===== config.mk =====
export PLATFORM = sky130hd
export DESIGN_NAME = leb128_checked_decoder_core_flat
export DESIGN_NICKNAME = d
export VERILOG_FILES = /design/src/sv/lebd_pkg.sv /design/src/sv/lebd_if.sv /design/src/sv/lebd_front.sv /design/src/sv/lebd_fifo.sv /design/src/sv/lebd_back.sv /design/src/sv/leb128_checked_decoder_core.sv /design/src/flat_wrapper.sv
export SDC_FILE = /design/constraint.sdc
export NUM_CORES = 1
export LEC_CHECK = 0
export CAP_MARGIN = 10
export CORE_MARGIN = 5
export CORE_UTILIZATION = 45
export DETAILED_ROUTE_END_ITERATION = 10
export DONT_BUFFER_PORTS = 1
export SETUP_SLACK_MARGIN = 0.2
export SYNTH_ARGS = -nofsm -noshare
export SYNTH_HDL_FRONTEND = slang
export SYNTH_SLANG_ARGS = --single-unit

===== constraint.sdc =====
create_clock -name clk -period 9.75 [get_ports clk]
set_clock_uncertainty 0.2 [all_clocks]
set_input_delay 0.975 -clock clk [delete_from_list [all_inputs] [get_ports clk]]
set_output_delay 0.975 -clock clk [all_outputs]
set_load 0.05 [all_outputs]

===== src/sv/lebd_pkg.sv =====
`default_nettype none

package lebd_pkg;

    localparam int unsigned GroupWidth = 7;
    localparam int unsigned ValueWidth = 64;
    localparam int unsigned IdxWidth   = 4;
    localparam int unsigned BitsWidth  = 7;
    localparam int unsigned CountWidth = 4;

    localparam logic [BitsWidth-1:0] FullLimit = 7'd64;
    localparam logic [IdxWidth-1:0]  LastExtIdx = 4'd8;

    typedef enum logic [1:0] {
        ST_OK           = 2'd0,
        ST_TOO_MANY     = 2'd1,
        ST_BAD_SIGNED   = 2'd2,
        ST_BAD_UNSIGNED = 2'd3
    } lebd_status_t;

    // one classified word handed from the front to the back
    typedef struct packed {
        logic [GroupWidth-1:0] group;
        logic [IdxWidth-1:0]   idx;
        logic                  last;
        logic                  sign_ext;
        lebd_status_t          status;
        logic [CountWidth-1:0] count;
    } lebd_op_t;

endpackage

`default_nettype wire


===== src/sv/lebd_if.sv =====
`default_nettype none

interface lebd_in_if;
    logic       valid;
    logic       ready;
    logic [7:0] data_byte;
    logic       is_signed;
    logic [6:0] max_bits;

    modport source (output valid, output data_byte, output is_signed, output max_bits,
                     input ready);
    modport sink (input valid, input data_byte, input is_signed, input max_bits,
                   output ready);
endinterface

interface lebd_out_if;
    logic        valid;
    logic        ready;
    logic [63:0] value;
    logic [1:0]  status;
    logic [3:0]  byte_count;

    modport source (output valid, output value, output status, output byte_count,
                     input ready);
    modport sink (input valid, input value, input status, input byte_count,
                   output ready);
endinterface

`default_nettype wire


===== src/sv/lebd_front.sv =====
`default_nettype none

module lebd_front (
    input  wire logic       clk,
    input  wire logic       rst_n,
    lebd_in_if.sink         coded,
    output lebd_pkg::lebd_op_t push_op,
    output logic            push,
    input  wire logic       full
);

    logic [lebd_pkg::IdxWidth-1:0]  idx_reg;
    logic [lebd_pkg::IdxWidth-1:0]  idx_next;
    logic [lebd_pkg::BitsWidth-1:0] lim;
    logic [lebd_pkg::BitsWidth-1:0] taken;
    logic [lebd_pkg::BitsWidth-1:0] taken_after;
    logic [lebd_pkg::BitsWidth-1:0] pos_wide;
    logic [2:0]                     pos;
    logic [6:0]                     pad;
    logic [6:0]                     grp;
    logic                           sgn_bit;
    logic                           accept;

    assign coded.ready = !full;
    assign accept      = coded.valid && !full;
    assign push        = accept;

    assign lim = (coded.max_bits > lebd_pkg::FullLimit) ? lebd_pkg::FullLimit
                                                        : coded.max_bits;
    assign taken       = lebd_pkg::BitsWidth'(idx_reg) * 7'd7;
    assign taken_after = taken + 7'd7;
    assign pos_wide    = lim - taken - 7'd1;
    assign pos         = pos_wide[2:0];
    assign grp         = coded.data_byte[6:0];
    assign pad         = ~((7'd2 << pos) - 7'd1);
    assign sgn_bit     = grp[pos];

    always_comb
    begin
        push_op.group    = grp;
        push_op.idx      = idx_reg;
        push_op.count    = idx_reg + 4'd1;
        push_op.last     = 1'b0;
        push_op.status   = lebd_pkg::ST_OK;
        push_op.sign_ext = coded.is_signed && coded.data_byte[6]
                           && (idx_reg <= lebd_pkg::LastExtIdx);
        priority if (taken >= lim)
        begin
            push_op.last   = 1'b1;
            push_op.status = lebd_pkg::ST_TOO_MANY;
        end
        else if ((taken_after > lim) && coded.is_signed && sgn_bit && ((grp & pad) != pad))
        begin
            push_op.last   = 1'b1;
            push_op.status = lebd_pkg::ST_BAD_SIGNED;
        end
        else if ((taken_after > lim) && !(coded.is_signed && sgn_bit)
                 && ((grp & pad) != 7'd0))
        begin
            push_op.last   = 1'b1;
            push_op.status = lebd_pkg::ST_BAD_UNSIGNED;
        end
        else if (!coded.data_byte[7])
        begin
            push_op.last = 1'b1;
        end
        else
        begin
            push_op.last = 1'b0;
        end
    end

    always_comb
    begin
        idx_next = idx_reg;
        if (accept)
        begin
            idx_next = push_op.last ? '0 : idx_reg + 4'd1;
        end
    end

    always_ff @(posedge clk or negedge rst_n)
    begin
        if (!rst_n)
        begin
            idx_reg <= '0;
        end
        else
        begin
            idx_reg <= idx_next;
        end
    end

endmodule

`default_nettype wire


===== src/sv/lebd_fifo.sv =====
`default_nettype none

module lebd_fifo (
    input  wire logic               clk,
    input  wire logic               rst_n,
    input  wire logic               push,
    input  wire lebd_pkg::lebd_op_t push_op,
    output logic                    full,
    input  wire logic               pop,
    output lebd_pkg::lebd_op_t      pop_op,
    output logic                    empty
);

    lebd_pkg::lebd_op_t mem_reg [2];
    logic               wr_ptr_reg;
    logic               wr_ptr_next;
    logic               rd_ptr_reg;
    logic               rd_ptr_next;
    logic [1:0]         cnt_reg;
    logic [1:0]         cnt_next;

    assign full   = (cnt_reg == 2'd2);
    assign empty  = (cnt_reg == 2'd0);
    assign pop_op = mem_reg[rd_ptr_reg];

    always_comb
    begin
        wr_ptr_next = push ? !wr_ptr_reg : wr_ptr_reg;
        rd_ptr_next = pop ? !rd_ptr_reg : rd_ptr_reg;
        cnt_next    = cnt_reg + {1'b0, push} - {1'b0, pop};
    end

    always_ff @(posedge clk or negedge rst_n)
    begin
        if (!rst_n)
        begin
            wr_ptr_reg <= 1'b0;
            rd_ptr_reg <= 1'b0;
            cnt_reg    <= 2'd0;
        end
        else
        begin
            wr_ptr_reg <= wr_ptr_next;
            rd_ptr_reg <= rd_ptr_next;
            cnt_reg    <= cnt_next;
        end
    end

    always_ff @(posedge clk)
    begin
        if (push)
        begin
            mem_reg[wr_ptr_reg] <= push_op;
        end
    end

endmodule

`default_nettype wire


===== src/sv/lebd_back.sv =====
`default_nettype none

module lebd_back (
    input  wire logic               clk,
    input  wire logic               rst_n,
    input  wire lebd_pkg::lebd_op_t pop_op,
    input  wire logic               empty,
    output logic                    pop,
    lebd_out_if.source              result
);

    logic [lebd_pkg::ValueWidth-1:0] acc_reg;
    logic [lebd_pkg::ValueWidth-1:0] acc_next;
    logic                            valid_reg;
    logic                            valid_next;
    logic [lebd_pkg::ValueWidth-1:0] value_reg;
    logic [lebd_pkg::ValueWidth-1:0] value_next;
    lebd_pkg::lebd_status_t          status_reg;
    lebd_pkg::lebd_status_t          status_next;
    logic [lebd_pkg::CountWidth-1:0] count_reg;
    logic [lebd_pkg::CountWidth-1:0] count_next;
    logic [lebd_pkg::BitsWidth-1:0]  shamt;
    logic [lebd_pkg::BitsWidth-1:0]  ext_shamt;
    logic [lebd_pkg::ValueWidth-1:0] shifted;
    logic [lebd_pkg::ValueWidth-1:0] ext_mask;
    logic [lebd_pkg::ValueWidth-1:0] merged;
    logic                            slot_free;

    assign slot_free = !valid_reg || result.ready;
    assign pop       = !empty && (!pop_op.last || slot_free);

    assign shamt     = lebd_pkg::BitsWidth'(pop_op.idx) * 7'd7;
    assign ext_shamt = shamt + 7'd7;
    assign shifted   = {57'd0, pop_op.group} << shamt;
    assign ext_mask  = pop_op.sign_ext ? ({lebd_pkg::ValueWidth{1'b1}} << ext_shamt) : '0;
    assign merged    = acc_reg | shifted;

    always_comb
    begin
        acc_next    = acc_reg;
        valid_next  = valid_reg && !result.ready;
        value_next  = value_reg;
        status_next = status_reg;
        count_next  = count_reg;
        if (pop)
        begin
            if (pop_op.last)
            begin
                acc_next    = '0;
                valid_next  = 1'b1;
                status_next = pop_op.status;
                count_next  = pop_op.count;
                value_next  = (pop_op.status == lebd_pkg::ST_OK) ? (merged | ext_mask) : '0;
            end
            else
            begin
                acc_next = merged;
            end
        end
    end

    always_ff @(posedge clk or negedge rst_n)
    begin
        if (!rst_n)
        begin
            acc_reg   <= '0;
            valid_reg <= 1'b0;
        end
        else
        begin
            acc_reg   <= acc_next;
            valid_reg <= valid_next;
        end
    end

    always_ff @(posedge clk)
    begin
        value_reg  <= value_next;
        status_reg <= status_next;
        count_reg  <= count_next;
    end

    assign result.valid      = valid_reg;
    assign result.value      = value_reg;
    assign result.status     = status_reg;
    assign result.byte_count = count_reg;

endmodule

`default_nettype wire


===== src/sv/leb128_checked_decoder_core.sv =====
// LEB128 decoder with limit checks: one encoded byte per word on coded, low
// group first, with is_signed and max_bits (1..64, larger taken as 64) given on
// every byte. A word on result comes out for the final byte of a number or on
// the first byte that breaks the limit (too many bytes, or padding above the
// limit not all zeros / all ones), after which the number restarts. Bytes are
// taken at one per cycle while the queue has room; the closing byte is queued,
// then merged by the back into the result register. The front classifies each
// byte against the group count, a two-word queue decouples it from the back,
// which merges the 7-bit group into the 64-bit accumulator with one shift.
`default_nettype none

module leb128_checked_decoder_core (
    input  wire logic  clk,
    input  wire logic  rst_n,
    lebd_in_if.sink    coded,
    lebd_out_if.source result
);

    lebd_pkg::lebd_op_t push_op;
    lebd_pkg::lebd_op_t pop_op;
    logic               push;
    logic               pop;
    logic               full;
    logic               empty;

    lebd_front u_front (
        .clk     (clk),
        .rst_n   (rst_n),
        .coded   (coded),
        .push_op (push_op),
        .push    (push),
        .full    (full)
    );

    lebd_fifo u_fifo (
        .clk     (clk),
        .rst_n   (rst_n),
        .push    (push),
        .push_op (push_op),
        .full    (full),
        .pop     (pop),
        .pop_op  (pop_op),
        .empty   (empty)
    );

    lebd_back u_back (
        .clk    (clk),
        .rst_n  (rst_n),
        .pop_op (pop_op),
        .empty  (empty),
        .pop    (pop),
        .result (result)
    );

endmodule

`default_nettype wire


===== src/flat_wrapper.sv =====
// flat-port wrapper written by rule: the top's interface ports become plain ports
module leb128_checked_decoder_core_flat 
  (clk, rst_n, coded_valid, coded_data_byte, coded_is_signed, coded_max_bits, coded_ready, result_valid, result_value, result_status, result_byte_count, result_ready);
  lebd_in_if coded_i ();
  lebd_out_if result_i ();
  input  wire logic clk;
  input  wire logic rst_n;
  input wire logic [$bits(coded_i.valid)-1:0] coded_valid;
  input wire logic [$bits(coded_i.data_byte)-1:0] coded_data_byte;
  input wire logic [$bits(coded_i.is_signed)-1:0] coded_is_signed;
  input wire logic [$bits(coded_i.max_bits)-1:0] coded_max_bits;
  output wire logic [$bits(coded_i.ready)-1:0] coded_ready;
  output wire logic [$bits(result_i.valid)-1:0] result_valid;
  output wire logic [$bits(result_i.value)-1:0] result_value;
  output wire logic [$bits(result_i.status)-1:0] result_status;
  output wire logic [$bits(result_i.byte_count)-1:0] result_byte_count;
  input wire logic [$bits(result_i.ready)-1:0] result_ready;
  assign coded_i.valid = coded_valid;
  assign coded_i.data_byte = coded_data_byte;
  assign coded_i.is_signed = coded_is_signed;
  assign coded_i.max_bits = coded_max_bits;
  assign coded_ready = coded_i.ready;
  assign result_valid = result_i.valid;
  assign result_value = result_i.value;
  assign result_status = result_i.status;
  assign result_byte_count = result_i.byte_count;
  assign result_i.ready = result_ready;
  leb128_checked_decoder_core u_core (.clk(clk), .rst_n(rst_n), .coded(coded_i), .result(result_i));
endmodule

==> results.json <==
{
  "firstDrtPassIters": 6,
  "cap_violations": 0,
  "period_needed_ns": 5.04,
  "cts_tree": "yes",
  "dieHeight_um": 152,
  "yosys_warnings": 0,
  "clk_pin_slew_ns": 0.08,
  "async_flop_share_pct": 40.3,
  "rr_endpoint": "u_core.u_back.result.value[62]",
  "post_cts.repair.setup_buffers": 0,
  "overflow": 0,
  "grt_max_degree": 99,
  "clock_sink_count": 181,
  "hpwl_um": 16100,
  "clock_latency_ns": 0.43,
  "synthCells": 828,
  "io_buffers": 0,
  "report.final.slew_viol_count": 0,
  "final_common_cell": "a21oi_1",
  "post-place-ws_ns": 4.37,
  "synthToLayoutAreaGrowth_pct": 8.85,
  "initial_utilization_pct": 46.0,
  "start_kind": "flip-flop",
  "io_pins": 92,
  "hold_violations": 0,
  "gp_congestion": 0.910,
  "ys.flop_type": "edfxtp_1",
  "ys_ff_latch": 181,
  "rrSetupSlack_ns": 4.71,
  "drtIter0Drc": 721,
  "fin_setup_tns_ns": 0,
  "cts_resized": 0,
  "setup_viol": 0,
  "synth_cell_types": 66,
  "clk_path_buf_depth": 2,
  "syn_area_sq_um": 9020,
  "dr_total_vias": 6568,
  "final_util_pct": 50.1,
  "cts_root_buffer": "clkbuf_16",
  "drive_above_1_share_pct": 8.92,
  "syn-num-nets": 891,
  "diodes": 0,
  "grt_usage_pct": 21.2,
  "wl_per_cell_um": 21.6,
  "crit_chain": "buf_4 -> nand2_1 -> nand2_1 -> clkinv_1 -> fa_1 -> inv_1 -> ha_1 -> ha_1 -> o21ai_1 -> nand2b_1 -> nand2_1 -> xnor2_2 -> nand2_1 -> o21ai_0 -> a21oi_1",
  "tightest_slew_ns": 1.12,
  "holdBufCountCts": 0,
  "critPathArrivalTime_ns": 4.99,
  "die_area_sq_um": 23000,
  "ff2ff_path_depth": 15,
  "rsz0062_at_grt": "false",
  "fin_ws_ns": 4.71,
  "timing.rr.start": "u_core.u_fifo.rd_ptr_reg",
  "nets": 880,
  "crit_path_end_kind": "flip-flop",
  "fp.dieW_um": 152,
  "status": "finished, final reports clean",
  "core_area_sq_um": 19600,
  "rows": 51,
  "required_ns": 9.70,
  "drtAntennaViolNets": 0,
  "grt_pass1_wl_um": 36900,
  "cts_max_level": 4,
  "cpMaxStageDelayCell": "fa_1",
  "grt_pass1_vias": 6385,
  "drt-total-wl_um": 23600,
  "min_period_over_period_pct": 51.7,
  "final_cell_mix": "a21oi_1 (136), nor2_1 (127), edfxtp_1 (108), dfrtp_1 (73), o21ai_0 (49)",
  "max_slew_margin_pct": 25.2,
  "path_class": "reg -> reg",
  "critical_path.max_stage_delay_ns": 0.64,
  "routed_via_density": 6.00,
  "clock.fmax_mhz": 199,
  "synth_edf_count": 108,
  "holdCritPathClass": "in -> async",
  "crit_top_cell": "nand2_1",
  "cts_buffers": 17,
  "syn_area_per_cell_sq_um": 10.9,
  "antenna_found_initial": 1,
  "crit_fanout": 35,
  "yosysSeqAreaShare_pct": 56.2,
  "drcViolationCount": 0
}
-- kinds of logic (layout without fill, tap and decap cells) --
| logic type | Yosys count | count (layout) | share of synthesized area (%) |
|---|---|---|---|
| buffers and inverters | 73 | 75 | 3.48 |
| muxes | 20 | 20 | 2.59 |
| xor gates and xnor gates | 23 | 23 | 2.61 |
| AOI/OAI and AO/OA | 258 | 258 | 16.9 |
| adders and majority gates | 43 | 43 | 6.55 |
| and+or+nand+nor | 230 | 230 | 11.7 |
| DFF | 181 | 181 | 56.2 |
-- area by class of cell --
class	instances	area [sq um]
Clock buffer	18	439
Clock inverter	14	131
Fill cell	1756	9770
Inverter	34	128
Multi-Input combinational cell	574	3640
Sequential cell	181	5070
Tap cell	265	332
Timing Repair Buffer	9	75.1
-- worst max-delay path, delay by kind of cell, from the launching register on --
family	cells	cell delay [ns]
XOR/XNOR	1	0.43
adder cells (fa/ha/maj)	3	1.35
flip-flops	1	0.33
AND/OR/NAND/NOR	5	1.14
buffers and inverters	3	0.80
AO/OA/AOI/OAI	3	0.50
-- per-layer routing --
| layer | up-vias | wire length, um | track usage [%] |
|---|---|---|---|
| li1 | 2990 | - | - |
| met1 | 3242 | 10000 | 29.2 |
| met2 | 300 | 10900 | 32.0 |
| met3 | 36 | 2200 | 5.98 |
| met4 | 0 | 552 | 7.77 |
| met5 | - | 0 | 0 |
-- worst max path at each step --
| stage | startpoint | endpoint | slack [ns] | cells after the start |
|---|---|---|---|---|
| 2_1_floorplan | result_ready | u_core.u_back.result.byte_count[0] | 5.42 | 5 |
| 3_3_place_gp | u_core.u_fifo.rd_ptr_reg | u_core.u_back.result.value[56] | 4.72 | 15 |
| 3_5_place_dp | u_core.u_fifo.rd_ptr_reg | u_core.u_back.result.value[46] | 4.37 | 15 |
| 4_1_cts | u_core.u_fifo.rd_ptr_reg | u_core.u_back.result.value[58] | 4.34 | 15 |
| 5_1_grt | u_core.u_fifo.rd_ptr_reg | u_core.u_back.result.value[55] | 4.21 | 15 |
| 6_report | u_core.u_fifo.rd_ptr_reg | u_core.u_back.result.value[62] | 4.71 | 15 |
-- metrics by stage --
step | hold slack (ns) | area [sq um] | std cells
final | 0.0351 | 9820 | 1095
after global routing | 0.0102 | 9820 | 1095
after CTS | 0.0147 | 9800 | 1094
after detailed placement | 0.284 | 9230 | 1062
after global placement | 0.277 | 9230 | 1062
after floorplan | 0.263 | 9020 | 828
-- cell usage after synthesis, types with 15 or more instances --
| library cell | count | area, sq um |
|---|---|---|
| ha_1 | 36 | 450 |
| edfxtp_1 | 108 | 3240 |
| inv_1 | 32 | 120 |
| nor3_1 | 15 | 75.1 |
| xnor2_1 | 16 | 140 |
| a21oi_1 | 136 | 681 |
| nor2_1 | 128 | 480 |
| o21ai_0 | 49 | 245 |
| dfrtp_1 | 73 | 1830 |
| a221oi_1 | 23 | 201 |
| nand2_1 | 35 | 131 |
Power is left out: the tool's default activity adds up to more than one toggle a clock period on the data nets, which glitch-free logic cannot reach.
